$ cat config.mk
export PLATFORM = sky130hd
export DESIGN_NAME = gcode_linear_move_planner_core
export DESIGN_NICKNAME = d
export VERILOG_FILES = /design/src/rtl/core/gclmp_pkg.sv /design/src/rtl/core/gclmp_mul.sv /design/src/rtl/core/gclmp_sqrt.sv /design/src/rtl/core/gclmp_div.sv /design/src/rtl/core/gcode_linear_move_planner_core.sv
export SDC_FILE = /design/constraint.sdc
export NUM_CORES = 2
export LEC_CHECK = 0
export BUFFER_PORTS_ARGS = -buffer_cell sky130_fd_sc_hd__buf_4
export CAP_MARGIN = 20
export CORE_ASPECT_RATIO = 1.1
export CORE_MARGIN = 1.5
export CORE_UTILIZATION = 45
export CTS_BUF_LIST = sky130_fd_sc_hd__clkbuf_4 sky130_fd_sc_hd__clkbuf_8
export DETAILED_ROUTE_END_ITERATION = 10
export PLACE_DENSITY = 0.72
export SYNTH_ARGS = -nofsm -noshare
export SYNTH_HDL_FRONTEND = slang
export SYNTH_SLANG_ARGS = --single-unit
$ cat constraint.sdc
create_clock -name clk_i -period 12.87 [get_ports clk_i]
set_input_delay 1.287 -clock clk_i [delete_from_list [all_inputs] [get_ports clk_i]]
set_output_delay 1.287 -clock clk_i [all_outputs]
set_load 0.01 [all_outputs]
$ cat src/rtl/core/gclmp_pkg.sv
// ----------------------------------------------------------------------------
// gclmp_pkg
// Shared types and constants of the linear move planner core.
// ----------------------------------------------------------------------------
package gclmp_pkg;

  localparam int unsigned FRAC_BITS_DEF    = 16;
  localparam int unsigned MIN_DISTANCE_DEF = 7;

  // feed is given per minute, rates per second
  localparam int unsigned FeedDiv = 60;

  localparam int unsigned MUL_A_W = 64;
  localparam int unsigned MUL_B_W = 33;
  localparam int unsigned MUL_P_W = MUL_A_W + MUL_B_W;

  localparam int unsigned RAD_W   = 66;
  localparam int unsigned ROOT_W  = 36;

  localparam int unsigned NUM_W   = 96;
  localparam int unsigned DEN_W   = 42;

  localparam int unsigned IN_DATA_W  = 136;
  localparam int unsigned IN_USER_W  = 3;
  localparam int unsigned OUT_DATA_W = 192;
  localparam int unsigned OUT_USER_W = 1;
  localparam int unsigned ADDR_W     = 4;

  localparam logic [2:0] OP_NONE = 3'd0;
  localparam logic [2:0] OP_MOVE = 3'd1;
  localparam logic [2:0] OP_ABS  = 3'd2;
  localparam logic [2:0] OP_REL  = 3'd3;
  localparam logic [2:0] OP_HOME = 3'd4;

  localparam logic [1:0] REG_SPM_X = 2'd0;
  localparam logic [1:0] REG_SPM_Y = 2'd1;
  localparam logic [1:0] REG_SPM_Z = 2'd2;

  localparam logic [31:0] SPM_RESET = 32'h0001_0000;

  typedef struct packed {
    logic busy;
    logic done;
  } gclmp_stat_t;

endpackage

$ cat src/rtl/core/gclmp_mul.sv
// ----------------------------------------------------------------------------
// gclmp_mul
// Bit-serial shift-add multiplier, one multiplier bit per cycle.
// ----------------------------------------------------------------------------
module gclmp_mul (
  input  logic                                clk_i,
  input  logic                                rst_ni,
  input  logic                                start_i,
  input  logic [gclmp_pkg::MUL_A_W-1:0]       a_i,
  input  logic [gclmp_pkg::MUL_B_W-1:0]       b_i,
  output gclmp_pkg::gclmp_stat_t              stat_o,
  output logic [gclmp_pkg::MUL_P_W-1:0]       p_o
);
  import gclmp_pkg::*;

  localparam int unsigned CNT_W = $clog2(MUL_B_W);

  logic [CNT_W-1:0]   cnt_q;
  logic               busy_q, done_q;
  logic [MUL_A_W-1:0] a_q, hi_q;
  logic [MUL_B_W-1:0] lo_q;
  logic [MUL_A_W:0]   sum;

  assign sum = {1'b0, hi_q} + (lo_q[0] ? {1'b0, a_q} : '0);

  always_ff @(posedge clk_i or negedge rst_ni) begin
    if (!rst_ni) begin
      cnt_q  <= '0;
      busy_q <= 1'b0;
      done_q <= 1'b0;
    end else begin
      done_q <= 1'b0;
      if (start_i && !busy_q) begin
        busy_q <= 1'b1;
        cnt_q  <= '0;
      end else if (busy_q) begin
        cnt_q <= cnt_q + 1'b1;
        if (cnt_q == CNT_W'(MUL_B_W - 1)) begin
          busy_q <= 1'b0;
          done_q <= 1'b1;
        end
      end
    end
  end

  always_ff @(posedge clk_i) begin
    if (start_i && !busy_q) begin
      a_q  <= a_i;
      hi_q <= '0;
      lo_q <= b_i;
    end else if (busy_q) begin
      hi_q <= sum[MUL_A_W:1];
      lo_q <= {sum[0], lo_q[MUL_B_W-1:1]};
    end
  end

  assign p_o         = {hi_q, lo_q};
  assign stat_o.busy = busy_q;
  assign stat_o.done = done_q;

endmodule

$ cat src/rtl/core/gclmp_sqrt.sv
// ----------------------------------------------------------------------------
// gclmp_sqrt
// Restoring integer square root, one root bit per cycle.
// ----------------------------------------------------------------------------
module gclmp_sqrt (
  input  logic                                clk_i,
  input  logic                                rst_ni,
  input  logic                                start_i,
  input  logic [gclmp_pkg::RAD_W-1:0]         rad_i,
  output gclmp_pkg::gclmp_stat_t              stat_o,
  output logic [gclmp_pkg::ROOT_W-1:0]        root_o
);
  import gclmp_pkg::*;

  localparam int unsigned RW    = 2 * ROOT_W;
  localparam int unsigned REM_W = ROOT_W + 2;
  localparam int unsigned CNT_W = $clog2(ROOT_W);

  logic [CNT_W-1:0]  cnt_q;
  logic              busy_q, done_q;
  logic [RW-1:0]     rad_q;
  logic [REM_W-1:0]  rem_q, rem_sh, trial;
  logic [ROOT_W-1:0] root_q;

  assign rem_sh = {rem_q[REM_W-3:0], rad_q[RW-1:RW-2]};
  assign trial  = {root_q, 2'b01};

  always_ff @(posedge clk_i or negedge rst_ni) begin
    if (!rst_ni) begin
      cnt_q  <= '0;
      busy_q <= 1'b0;
      done_q <= 1'b0;
    end else begin
      done_q <= 1'b0;
      if (start_i && !busy_q) begin
        busy_q <= 1'b1;
        cnt_q  <= '0;
      end else if (busy_q) begin
        cnt_q <= cnt_q + 1'b1;
        if (cnt_q == CNT_W'(ROOT_W - 1)) begin
          busy_q <= 1'b0;
          done_q <= 1'b1;
        end
      end
    end
  end

  always_ff @(posedge clk_i) begin
    if (start_i && !busy_q) begin
      rad_q  <= RW'(rad_i);
      rem_q  <= '0;
      root_q <= '0;
    end else if (busy_q) begin
      rad_q <= {rad_q[RW-3:0], 2'b00};
      if (rem_sh >= trial) begin
        rem_q  <= rem_sh - trial;
        root_q <= {root_q[ROOT_W-2:0], 1'b1};
      end else begin
        rem_q  <= rem_sh;
        root_q <= {root_q[ROOT_W-2:0], 1'b0};
      end
    end
  end

  assign root_o      = root_q;
  assign stat_o.busy = busy_q;
  assign stat_o.done = done_q;

endmodule

$ cat src/rtl/core/gclmp_div.sv
// ----------------------------------------------------------------------------
// gclmp_div
// Restoring unsigned divider, one quotient bit per cycle.
// ----------------------------------------------------------------------------
module gclmp_div (
  input  logic                                clk_i,
  input  logic                                rst_ni,
  input  logic                                start_i,
  input  logic [gclmp_pkg::NUM_W-1:0]         num_i,
  input  logic [gclmp_pkg::DEN_W-1:0]         den_i,
  output gclmp_pkg::gclmp_stat_t              stat_o,
  output logic [gclmp_pkg::NUM_W-1:0]         quo_o
);
  import gclmp_pkg::*;

  localparam int unsigned CNT_W = $clog2(NUM_W);

  logic [CNT_W-1:0] cnt_q;
  logic             busy_q, done_q;
  logic [NUM_W-1:0] num_q;
  logic [DEN_W-1:0] den_q, rem_q;
  logic [DEN_W:0]   rem_sh;

  assign rem_sh = {rem_q, num_q[NUM_W-1]};

  always_ff @(posedge clk_i or negedge rst_ni) begin
    if (!rst_ni) begin
      cnt_q  <= '0;
      busy_q <= 1'b0;
      done_q <= 1'b0;
    end else begin
      done_q <= 1'b0;
      if (start_i && !busy_q) begin
        busy_q <= 1'b1;
        cnt_q  <= '0;
      end else if (busy_q) begin
        cnt_q <= cnt_q + 1'b1;
        if (cnt_q == CNT_W'(NUM_W - 1)) begin
          busy_q <= 1'b0;
          done_q <= 1'b1;
        end
      end
    end
  end

  // quotient bits shift in where dividend bits leave
  always_ff @(posedge clk_i) begin
    if (start_i && !busy_q) begin
      num_q <= num_i;
      den_q <= den_i;
      rem_q <= '0;
    end else if (busy_q) begin
      if (rem_sh >= {1'b0, den_q}) begin
        rem_q <= DEN_W'(rem_sh - {1'b0, den_q});
        num_q <= {num_q[NUM_W-2:0], 1'b1};
      end else begin
        rem_q <= rem_sh[DEN_W-1:0];
        num_q <= {num_q[NUM_W-2:0], 1'b0};
      end
    end
  end

  assign quo_o       = num_q;
  assign stat_o.busy = busy_q;
  assign stat_o.done = done_q;

endmodule

$ cat src/rtl/core/gcode_linear_move_planner_core.sv
// ----------------------------------------------------------------------------
// gcode_linear_move_planner_core
// Linear move planner: position, feed and mode tracking, axis step rates.
// ----------------------------------------------------------------------------
// One command is taken at a time and gives one result transfer. Mode, home
// and no-op commands go straight to the result. A linear move runs three
// serial squares, a square root, and then per axis a steps-times-feed
// product, a delta product and a divide; a short move or a move with feed at
// most zero ends after the square root. The bit-serial units work one bit
// per cycle through the multiplier, root and divider.
module gcode_linear_move_planner_core #(
  parameter int unsigned FRAC_BITS    = gclmp_pkg::FRAC_BITS_DEF,
  parameter int unsigned MIN_DISTANCE = gclmp_pkg::MIN_DISTANCE_DEF
) (
  input  logic                                clk_i,
  input  logic                                rst_ni,
  // tdata: has_feed, feed_value, has_x, x_value, has_y, y_value, has_z,
  //        z_value, zero pad
  input  logic                                s_axis_tvalid_i,
  output logic                                s_axis_tready_o,
  input  logic [gclmp_pkg::IN_DATA_W-1:0]     s_axis_tdata_i,
  // tuser: operation
  input  logic [gclmp_pkg::IN_USER_W-1:0]     s_axis_tuser_i,
  output logic                                m_axis_tvalid_o,
  input  logic                                m_axis_tready_i,
  // tdata: pos_x, pos_y, pos_z, rate_x, rate_y, rate_z
  output logic [gclmp_pkg::OUT_DATA_W-1:0]    m_axis_tdata_o,
  // tuser: move_planned
  output logic [gclmp_pkg::OUT_USER_W-1:0]    m_axis_tuser_o,
  input  logic                                psel,
  input  logic                                penable,
  input  logic                                pwrite,
  input  logic [gclmp_pkg::ADDR_W-1:0]        paddr,
  input  logic [31:0]                         pwdata,
  output logic [31:0]                         prdata,
  output logic                                pready
);
  import gclmp_pkg::*;

  localparam logic [2:0] ST_IDLE  = 3'd0;
  localparam logic [2:0] ST_DELTA = 3'd1;
  localparam logic [2:0] ST_SQ    = 3'd2;
  localparam logic [2:0] ST_SQRT  = 3'd3;
  localparam logic [2:0] ST_SPF   = 3'd4;
  localparam logic [2:0] ST_DMUL  = 3'd5;
  localparam logic [2:0] ST_DIV   = 3'd6;
  localparam logic [2:0] ST_DONE  = 3'd7;

  localparam int unsigned SAT_LSB = 32 + FRAC_BITS;

  function automatic logic [31:0] sat_add(logic [31:0] p, logic [31:0] v);
    logic [32:0] s;
    s = {p[31], p} + {v[31], v};
    if (s[32] != s[31]) sat_add = s[32] ? 32'h8000_0000 : 32'h7FFF_FFFF;
    else                sat_add = s[31:0];
  endfunction

  function automatic logic [32:0] abs_diff(logic [31:0] t, logic [31:0] p);
    logic [32:0] d;
    d = {t[31], t} - {p[31], p};
    abs_diff = d[32] ? (33'd0 - d) : d;
  endfunction

  logic [2:0]  state_q, state_d;
  logic [1:0]  axis_q, axis_d;
  logic        go_q, go_d;
  logic        planned_q, planned_d;
  logic        abs_q, abs_d;
  logic [31:0] feed_q, feed_d;
  logic [31:0] pos_q [3];
  logic [31:0] pos_d [3];
  logic [31:0] tgt_q [3];
  logic [31:0] tgt_d [3];
  logic [31:0] rate_q [3];
  logic [31:0] rate_d [3];
  logic [32:0] mag_q [3];
  logic [32:0] mag_d [3];
  logic [31:0] spm_q [3];
  logic [RAD_W-1:0]  sumsq_q, sumsq_d;
  logic [ROOT_W-1:0] dist_q, dist_d;
  logic [62:0] v_q, v_d;

  logic        m_valid_q;
  logic [OUT_DATA_W-1:0] m_data_q;
  logic        m_user_q;
  logic        out_load;

  logic        in_fire;
  logic [2:0]  op;
  logic        has_feed;
  logic [31:0] feed_in;
  logic        has_ax [3];
  logic [31:0] val_ax [3];

  logic [MUL_A_W-1:0] mul_a;
  logic [MUL_B_W-1:0] mul_b;
  logic [MUL_P_W-1:0] mul_p;
  gclmp_stat_t        mul_st, sqrt_st, div_st;
  logic [ROOT_W-1:0]  root;
  logic [DEN_W-1:0]   den;
  logic [NUM_W-1:0]   quo;
  logic [31:0]        rate_sat;

  assign op       = s_axis_tuser_i;
  assign has_feed = s_axis_tdata_i[0];
  assign feed_in  = s_axis_tdata_i[32:1];
  assign has_ax[0] = s_axis_tdata_i[33];
  assign val_ax[0] = s_axis_tdata_i[65:34];
  assign has_ax[1] = s_axis_tdata_i[66];
  assign val_ax[1] = s_axis_tdata_i[98:67];
  assign has_ax[2] = s_axis_tdata_i[99];
  assign val_ax[2] = s_axis_tdata_i[131:100];

  assign s_axis_tready_o = (state_q == ST_IDLE);
  assign in_fire         = s_axis_tvalid_i && s_axis_tready_o;

  // configuration port
  assign pready = 1'b1;
  always_comb begin
    unique case (paddr[3:2])
      REG_SPM_X: prdata = spm_q[0];
      REG_SPM_Y: prdata = spm_q[1];
      REG_SPM_Z: prdata = spm_q[2];
      default:   prdata = '0;
    endcase
  end

  always_ff @(posedge clk_i or negedge rst_ni) begin
    if (!rst_ni) begin
      spm_q[0] <= SPM_RESET;
      spm_q[1] <= SPM_RESET;
      spm_q[2] <= SPM_RESET;
    end else if (psel && penable && pwrite && pready) begin
      unique case (paddr[3:2])
        REG_SPM_X: spm_q[0] <= pwdata;
        REG_SPM_Y: spm_q[1] <= pwdata;
        REG_SPM_Z: spm_q[2] <= pwdata;
        default: ;
      endcase
    end
  end

  // serial units; the multiplier is shared by the product steps
  always_comb begin
    unique case (state_q)
      ST_SPF: begin
        mul_a = MUL_A_W'(spm_q[axis_q]);
        mul_b = {2'b00, feed_q[30:0]};
      end
      ST_DMUL: begin
        mul_a = {1'b0, v_q};
        mul_b = mag_q[axis_q];
      end
      default: begin
        mul_a = MUL_A_W'(mag_q[axis_q]);
        mul_b = mag_q[axis_q];
      end
    endcase
  end

  gclmp_mul u_mul (
    .clk_i   (clk_i),
    .rst_ni  (rst_ni),
    .start_i (go_q && (state_q == ST_SQ || state_q == ST_SPF || state_q == ST_DMUL)),
    .a_i     (mul_a),
    .b_i     (mul_b),
    .stat_o  (mul_st),
    .p_o     (mul_p)
  );

  gclmp_sqrt u_sqrt (
    .clk_i   (clk_i),
    .rst_ni  (rst_ni),
    .start_i (go_q && (state_q == ST_SQRT)),
    .rad_i   (sumsq_q),
    .stat_o  (sqrt_st),
    .root_o  (root)
  );

  assign den = DEN_W'(dist_q) * DEN_W'(FeedDiv);

  gclmp_div u_div (
    .clk_i   (clk_i),
    .rst_ni  (rst_ni),
    .start_i (go_q && (state_q == ST_DIV)),
    .num_i   (mul_p[NUM_W-1:0]),
    .den_i   (den),
    .stat_o  (div_st),
    .quo_o   (quo)
  );

  assign rate_sat = (quo[NUM_W-1:SAT_LSB] != '0) ? 32'hFFFF_FFFF
                                                 : quo[SAT_LSB-1:FRAC_BITS];

  // sequencer
  always_comb begin
    state_d   = state_q;
    axis_d    = axis_q;
    go_d      = 1'b0;
    planned_d = planned_q;
    abs_d     = abs_q;
    feed_d    = feed_q;
    pos_d     = pos_q;
    tgt_d     = tgt_q;
    rate_d    = rate_q;
    mag_d     = mag_q;
    sumsq_d   = sumsq_q;
    dist_d    = dist_q;
    v_d       = v_q;
    out_load  = 1'b0;

    unique case (state_q)
      ST_IDLE: begin
        if (in_fire) begin
          planned_d = 1'b0;
          if (has_feed) feed_d = feed_in;
          state_d = ST_DONE;
          unique case (op)
            OP_MOVE: begin
              for (int k = 0; k < 3; k++) begin
                if (!has_ax[k])  tgt_d[k] = pos_q[k];
                else if (abs_q)  tgt_d[k] = val_ax[k];
                else             tgt_d[k] = sat_add(pos_q[k], val_ax[k]);
              end
              state_d = ST_DELTA;
            end
            OP_ABS:  abs_d = 1'b1;
            OP_REL:  abs_d = 1'b0;
            OP_HOME: begin
              for (int k = 0; k < 3; k++) pos_d[k] = '0;
            end
            default: ;
          endcase
        end
      end
      ST_DELTA: begin
        for (int k = 0; k < 3; k++) mag_d[k] = abs_diff(tgt_q[k], pos_q[k]);
        sumsq_d = '0;
        axis_d  = 2'd0;
        go_d    = 1'b1;
        state_d = ST_SQ;
      end
      ST_SQ: begin
        if (mul_st.done) begin
          sumsq_d = sumsq_q + mul_p[RAD_W-1:0];
          go_d    = 1'b1;
          if (axis_q == 2'd2) state_d = ST_SQRT;
          else                axis_d  = axis_q + 2'd1;
        end
      end
      ST_SQRT: begin
        if (sqrt_st.done) begin
          dist_d = root;
          if (root < ROOT_W'(MIN_DISTANCE)) begin
            state_d = ST_DONE;
          end else if ($signed(feed_q) <= 0) begin
            for (int k = 0; k < 3; k++) begin
              rate_d[k] = '0;
              pos_d[k]  = tgt_q[k];
            end
            planned_d = 1'b1;
            state_d   = ST_DONE;
          end else begin
            axis_d  = 2'd0;
            go_d    = 1'b1;
            state_d = ST_SPF;
          end
        end
      end
      ST_SPF: begin
        if (mul_st.done) begin
          v_d     = mul_p[62:0];
          go_d    = 1'b1;
          state_d = ST_DMUL;
        end
      end
      ST_DMUL: begin
        if (mul_st.done) begin
          go_d    = 1'b1;
          state_d = ST_DIV;
        end
      end
      ST_DIV: begin
        if (div_st.done) begin
          rate_d[axis_q] = rate_sat;
          if (axis_q == 2'd2) begin
            for (int k = 0; k < 3; k++) pos_d[k] = tgt_q[k];
            planned_d = 1'b1;
            state_d   = ST_DONE;
          end else begin
            axis_d  = axis_q + 2'd1;
            go_d    = 1'b1;
            state_d = ST_SPF;
          end
        end
      end
      ST_DONE: begin
        if (!m_valid_q || m_axis_tready_i) begin
          out_load = 1'b1;
          state_d  = ST_IDLE;
        end
      end
      default: state_d = ST_IDLE;
    endcase
  end

  always_ff @(posedge clk_i or negedge rst_ni) begin
    if (!rst_ni) begin
      state_q   <= ST_IDLE;
      axis_q    <= '0;
      go_q      <= 1'b0;
      planned_q <= 1'b0;
      abs_q     <= 1'b1;
      feed_q    <= '0;
      m_valid_q <= 1'b0;
      for (int k = 0; k < 3; k++) begin
        pos_q[k]  <= '0;
        rate_q[k] <= '0;
      end
    end else begin
      state_q   <= state_d;
      axis_q    <= axis_d;
      go_q      <= go_d;
      planned_q <= planned_d;
      abs_q     <= abs_d;
      feed_q    <= feed_d;
      pos_q     <= pos_d;
      rate_q    <= rate_d;
      if (out_load)             m_valid_q <= 1'b1;
      else if (m_axis_tready_i) m_valid_q <= 1'b0;
    end
  end

  always_ff @(posedge clk_i) begin
    tgt_q   <= tgt_d;
    mag_q   <= mag_d;
    sumsq_q <= sumsq_d;
    dist_q  <= dist_d;
    v_q     <= v_d;
    if (out_load) begin
      m_user_q <= planned_q;
      m_data_q <= {rate_q[2], rate_q[1], rate_q[0], pos_q[2], pos_q[1], pos_q[0]};
    end
  end

  assign m_axis_tvalid_o = m_valid_q;
  assign m_axis_tdata_o  = m_data_q;
  assign m_axis_tuser_o  = m_user_q;

  // each serial unit finishes only in a step that uses it
  assert property (@(posedge clk_i) disable iff (!rst_ni)
    mul_st.done |-> (state_q == ST_SQ || state_q == ST_SPF || state_q == ST_DMUL))
    else $error("multiplier finished outside a product step");

  assert property (@(posedge clk_i) disable iff (!rst_ni)
    sqrt_st.done |-> (state_q == ST_SQRT))
    else $error("square root finished outside its step");

  assert property (@(posedge clk_i) disable iff (!rst_ni)
    div_st.done |-> (state_q == ST_DIV))
    else $error("divider finished outside its step");

  assert property (@(posedge clk_i) disable iff (!rst_ni)
    in_fire |=> !s_axis_tready_o)
    else $error("new command taken while one is in flight");

endmodule
* Yosys cells after proc, flatten, opt, wreduce, memory -nomap -nowiden
Cells that the tools add are included.
** Word-level totals
- Register bits :: 1390
- Latch bits :: 0
- Bits in writable memories :: 0
- ROM bits :: 0
- Bits of input ports :: 182
- Output and inout port bits :: 228
- Word-level logic and storage cells :: 268
- Memories :: 0
** Cells by class
- Add/subtract/negate cells :: 17
- Multiply operators :: 1
- Divide/modulo/power cells :: 0
- Magnitude comparators :: 6
- Equal/unequal tests :: 33
- Shift-type cells :: 0
- Muxes and demuxes :: 117
- Bitwise gates (word level) :: 1
- Reductions and logical operators :: 44
** Operators with widths (count)
- two-way mux 96 bit :: 13
- two-way mux 32 bit :: 19
- one-hot mux 96 bit (3 select lines) :: 1
- two-way mux 66 bit :: 3
- one-hot mux 96 bit (2 select lines) :: 1
- two-way mux 33 bit :: 5
- one-hot mux 66 bit (2 select lines) :: 1
- one-hot mux 63 bit (2 select lines) :: 1
- adder 32 x 32 -> 33 bit :: 3
- subtractor 1 x 33 -> 33 bit, first input constant :: 3
- subtractor 32 x 32 -> 33 bit :: 3
- bitwise mux 96 bit :: 1
- one-hot mux 32 bit (3 select lines) :: 1
- adder 66 bit :: 1
- binary-select mux 33 bit (select 2 bit) :: 1
- adder 64 x 65 -> 65 bit :: 1
- binary-select mux 32 bit (select 2 bit) :: 1
- demux 32 bit (select 2 bit) :: 1
- two-way mux 64 bit :: 1
- nonzero test 48 bit :: 1
- >= comparator 43 x 42 -> 1 bit :: 1
- two-way mux 42 bit :: 1
- subtractor 42 bit :: 1
- multiplier 36 x 4 -> 40 bit, second input constant :: 1
- 46 further kinds :: 153

* Longest topological paths before layout
- Word-level depth :: 8
- Mapped depth :: 17
- Gate-level depth less buffers :: 16

* By module
Synthesis repeated with hierarchy kept, for this count alone.
** Unflattened totals
- Cells, all modules :: 8608
- Area total of the unflattened synthesis :: 82978.3 um2
** By module, submodules not included
- gcode_linear_move_planner_core :: instances 1, cells an instance 5469, area an instance 54598.6 um2, sequential area each 24843.8 um2
- gclmp_div :: instances 1, cells an instance 1094, area an instance 10134.7 um2, sequential area each 5210.0 um2
- gclmp_mul :: instances 1, cells an instance 1095, area an instance 9999.6 um2, sequential area each 4394.2 um2
- gclmp_sqrt :: instances 1, cells an instance 950, area an instance 8245.4 um2, sequential area each 3743.6 um2

* Least setup slack after synthesis
Ideal clock, no wire load.
- Kind :: input -> register
- Start :: in m_axis_tready_i
- End :: reg m_data_q[0] (netlist: m_axis_tdata_o[0]) (enable)
- Setup time :: 750 ps
- Arrival :: 9341 ps
- Data required time :: 12120 ps
- Setup slack :: 2780 ps
- Stages on the path :: 2
- Path buffers :: 0
- Path through :: nor2b_1 > nor2_1
** Between the ends
- Word-level cells in the longest chain between the ends :: 3
** RTL lines
- start: declaration :: RTL line gcode_linear_move_planner_core.sv:25 : input logic m_axis_tready_i,
- logical OR 1 bit :: RTL line gcode_linear_move_planner_core.sv:298 : if (!m_valid_q || m_axis_tready_i) begin
- two-way mux 1 bit :: RTL line gcode_linear_move_planner_core.sv:298
- two-way mux 1 bit :: RTL line gcode_linear_move_planner_core.sv:212 : unique case (state_q)
- via out_load :: RTL line gcode_linear_move_planner_core.sv:86 : logic out_load;
- end signal: assignment :: RTL line gcode_linear_move_planner_core.sv:342 : m_data_q <= {rate_q[2], rate_q[1], rate_q[0], pos_q[2], pos_q[1], pos_q[0]};
- end: declaration :: RTL line gcode_linear_move_planner_core.sv:84 : logic [OUT_DATA_W-1:0] m_data_q;
The timed path passes the listed nets, and every way through them passes these cells.
A chain may end at the register's enable or synchronous reset.

* Worst setup path in the final report
- Start :: reg state_q[0]
- End :: reg pos_q[26] (netlist name)
** Between the ends
- Word-level cells in the longest chain between the ends :: 4
- Elaborated cells on any way between the ends :: 14
- Those cells by class :: eq/ne: 9; mux: 1; reduce/logical: 4
** RTL lines
- start: declaration :: RTL line gcode_linear_move_planner_core.sv:64 : logic [2:0] state_q, state_d;
- start signal: assignment :: RTL line gcode_linear_move_planner_core.sv:321 : state_q <= state_d;
- zero test 3 bit :: RTL line gcode_linear_move_planner_core.sv:114, gcode_linear_move_planner_core.sv:212
- logical AND 1 bit :: RTL line gcode_linear_move_planner_core.sv:115 : assign in_fire = s_axis_tvalid_i && s_axis_tready_o;
- inequality test 2 x 1 -> 1 bit (no source line)
- AND reduction 8 bit (no source line)
- end signal: assignment :: RTL line gcode_linear_move_planner_core.sv:327 : pos_q <= pos_d;
- end: declaration :: RTL line gcode_linear_move_planner_core.sv:70 : logic [31:0] pos_q [3];
Parallel ways exist; a longest one is shown, timed or not.

==> impl_metrics.csv <==
group,metric,value,unit
die,die_area,184000,µm²
cts,htree_levels,4,
sta,tns,0,ns
final_layout,syn_to_final_growth,12.6,%
synth,seq_area_frac_synth,46.6,%
global_routing,grt_max_degree,121,
cts,cts_buffers,226,
cts,hold_buffers,0,
drt,antenna_left,0,
run_status,status,"complete, no violations",
cts,cts_tree,"built",
synth,netlist.area_leader.share,31.2,%
die,die_w,409,µm
sta,skew,0.113,ns
worst_setup_path,critPathMaxFanout,110,
global_routing,grt-ovfl-total,0,
worst_setup_path,arrival,6.15,ns
final_layout,drive_gt1_share,14.3,%
sta,timing.fmax,0.190,GHz
synth,ys_types,107,
place,port-buffer-count,402,
cts,clock_sinks,1389,
synth,synth_common_cells,"nand2_1 (998), edfxtp_1 (851), o21ai_0 (652)",
synth,synth_flop_cell,"edfxtp_1",
sta,period_minus_slack,5.26,ns
synth,async_flop_share,25.5,%
cts,post_cts_buffers,0,
drt,post_drt_wl_per_cell,20.7,µm
cts,root_buffer,"clkbuf_8",
synth,netlist_area,81800,µm²
drt,totalWireLength,230000,µm
sta,rsz0062_at_grt,"no",
sta,min_period_over_period,40.9,%
worst_setup_path,critical_path_class,"reg -> reg",
global_routing,grt_util_met2,39.7,%
place,gp_congestion,0.957,
drt,remaining_drc_errors,0,
final_layout,final_cell_area,92100,µm²
worst_setup_path,worstRegToRegCells,11,
die,io_pins,410,
global_routing,met3_usage,4.88,%
sta,worst_pin_slew,1.10,ns
worst_setup_path,reg2reg_slack,7.61,ns
synth,yosysMostFrequentCell,"nand2_1",
synth,yosys_register_bits,1389,
global_routing,grt_first_pass_wirelength,353000,µm
worst_setup_path,endpoint_kind,"register",
die,core_area,180000,µm²
synth,synthTopCellsByArea,"edfxtp_1 (31%), dfrtp_1 (11%), ha_1 (6.9%)",
min_path,hold_path_class,"in -> async",
place,place_ws,7.21,ns
sta,setup_viol,0,
flow_run,maxCapViolations,0,
global_routing,track_usage,24.2,%
place,dp.final_hpwl,169000,µm
power_and_ir_drop,p_leak,38.2,nW
die,start_util,45.5,%
worst_setup_path,r2r_end,"pos_q[26]",
synth,syn_nets,8920,
sta,slew_violations,0,
drt,dr.pass1.iters,8,
cts,max-clock-path-buffers,3,
synth,synth_warnings,0,
synth,synth_enable_flop_cells,851,
synth,syn_area_per_cell,9.96,µm²
final_layout,nNetsFinal,9204,
sta,hold_slack,0.355,ns
synth,synth_cells,8209,
sta,relSlewSlack,26.2,%
power_and_ir_drop,power_density,224,nW/µm²
worst_setup_path,start_kind,"register",
drt,via_per_inst,5.78,
sta,setup_ws,7.61,ns
global_routing,met1_usage,30.4,%
drt,vias,64088,
worst_setup_path,rr_startpoint,"state_q[0]",
global_routing,grt.busiest_layer,"met2",
power_and_ir_drop,max-vdd-ir-drop,0.000147,V
die,rows,163,
worst_setup_path,required,13.76,ns
drt,drt_iter0_drc,5257,
sta,hold_violations,0,
global_routing,grt_pass1_vias,62484,
global_routing,antenna_found_initial,19,
synth,synth_top_cell_by_area,"edfxtp_1",
place,post_dp_cell_area,86900,µm²
cts,clock_latency,1.05,ns
die,die_y,450,µm
cts,clk_pin_slew,0.06,ns
cts,cts.repair.resized,0,
place,dp_cells,10657,
final_layout,fin_cells,11097,
[layer usage]
| metal | vias up | part of all wire, % |
|---|---|---|
| li1 | 30433 | - |
| met1 | 30874 | 41 |
| met2 | 2270 | 47 |
| met3 | 497 | 7.3 |
| met4 | 14 | 4.8 |
| met5 | - | 0.038 |
[power breakdown]
group / internal [mW] / switching (mW) / total, mW
combinational: 3.72 / 5.79 / 9.52
clock: 2.33 / 1.93 / 4.26
sequential: 5.94 / 0.912 / 6.85
[cell families after synthesis]
logic type                 synth area share, %
and+or+nand+nor                           13.2
AOI/OAI and AO/OA                         17.6
DFF                                       46.6
buffers and inverters                     3.88
adders and majority gates                 8.82
xor gates and xnor gates                  5.05
muxes                                     4.80
other                                  0.00459
[placed cells by master, fill, tap and decap left out, types with 78 or more instances in the layout]
cell type,Yosys,routed
nand2_1,998,993
edfxtp_1,851,851
o21ai_0,652,652
a21oi_1,581,580
buf_4,2,466
ha_1,451,451
nor2_1,447,441
inv_1,414,410
dfrtp_1,350,347
xnor2_1,276,276
a21o_1,276,275
clkbuf_8,0,266
mux2_2,255,255
nand3_1,240,237
xor2_1,192,192
dfxtp_1,184,184
and2_1,129,127
mux2i_1,105,102
nand4_1,90,90
o22ai_1,88,88
nor3_1,79,78
fa_1,78,78
[registers in the layout, indices dropped and copies added, names as in the netlist, 64 cells and up]
| signal | cells |
|---|---|
| m_axis_tdata_o | 192 |
| u_sqrt.rad_q | 72 |
| tgt_q | 96 |
| u_div.quo_o | 96 |
| mag_q | 99 |
| u_mul.hi_q | 64 |
| sumsq_q | 66 |
| pos_q | 96 |
| spm_q | 96 |
| rate_q | 96 |
[cell type report]
class                      instances  area (µm²)
inverter                         417        1570
clock buffer                     341        4220
sequential                      1389       38100
clock inverter                    86         891
antenna                           13        32.5
timing repair buffer             468        3520
fill                           15991       87800
multi-input combinational       5991       40700
tap                             2392        2990
[worst max-delay path, cell delays in order (launching register included)]
cell and delay, ns:
dfrtp_2 0.47, buf_4 0.53, clkinv_1 0.94, nor2_1 0.57, and2_1 0.24, o21ai_0 0.09, a21boi_0 0.24, buf_4 0.21
and2_4 0.61, buf_4 0.80, nand3_1 0.15, o21ai_0 0.13
[worst max-delay path by stage]
stage	start	end	slack, ns
4_1_cts	state_q[0]	pos_q[3]	7.71
2_1_floorplan	m_axis_tready_i	m_axis_tdata_o[0]	2.78
6_report	state_q[0]	pos_q[26]	7.61
5_1_grt	state_q[0]	pos_q[3]	7.20
3_3_place_gp	s_axis_tdata_i[34]	tgt_q[94]	7.32
3_5_place_dp	s_axis_tdata_i[34]	tgt_q[92]	7.21
[stage by stage]
step                      power, mW  util [%]
after floorplan                13.5         -
after global placement         16.1      48.3
after detailed placement       16.3      48.3
after global routing           21.9      51.2
final                          20.6      51.2
after CTS                      20.6      51.2
Power figures use the tool's default switching activity.
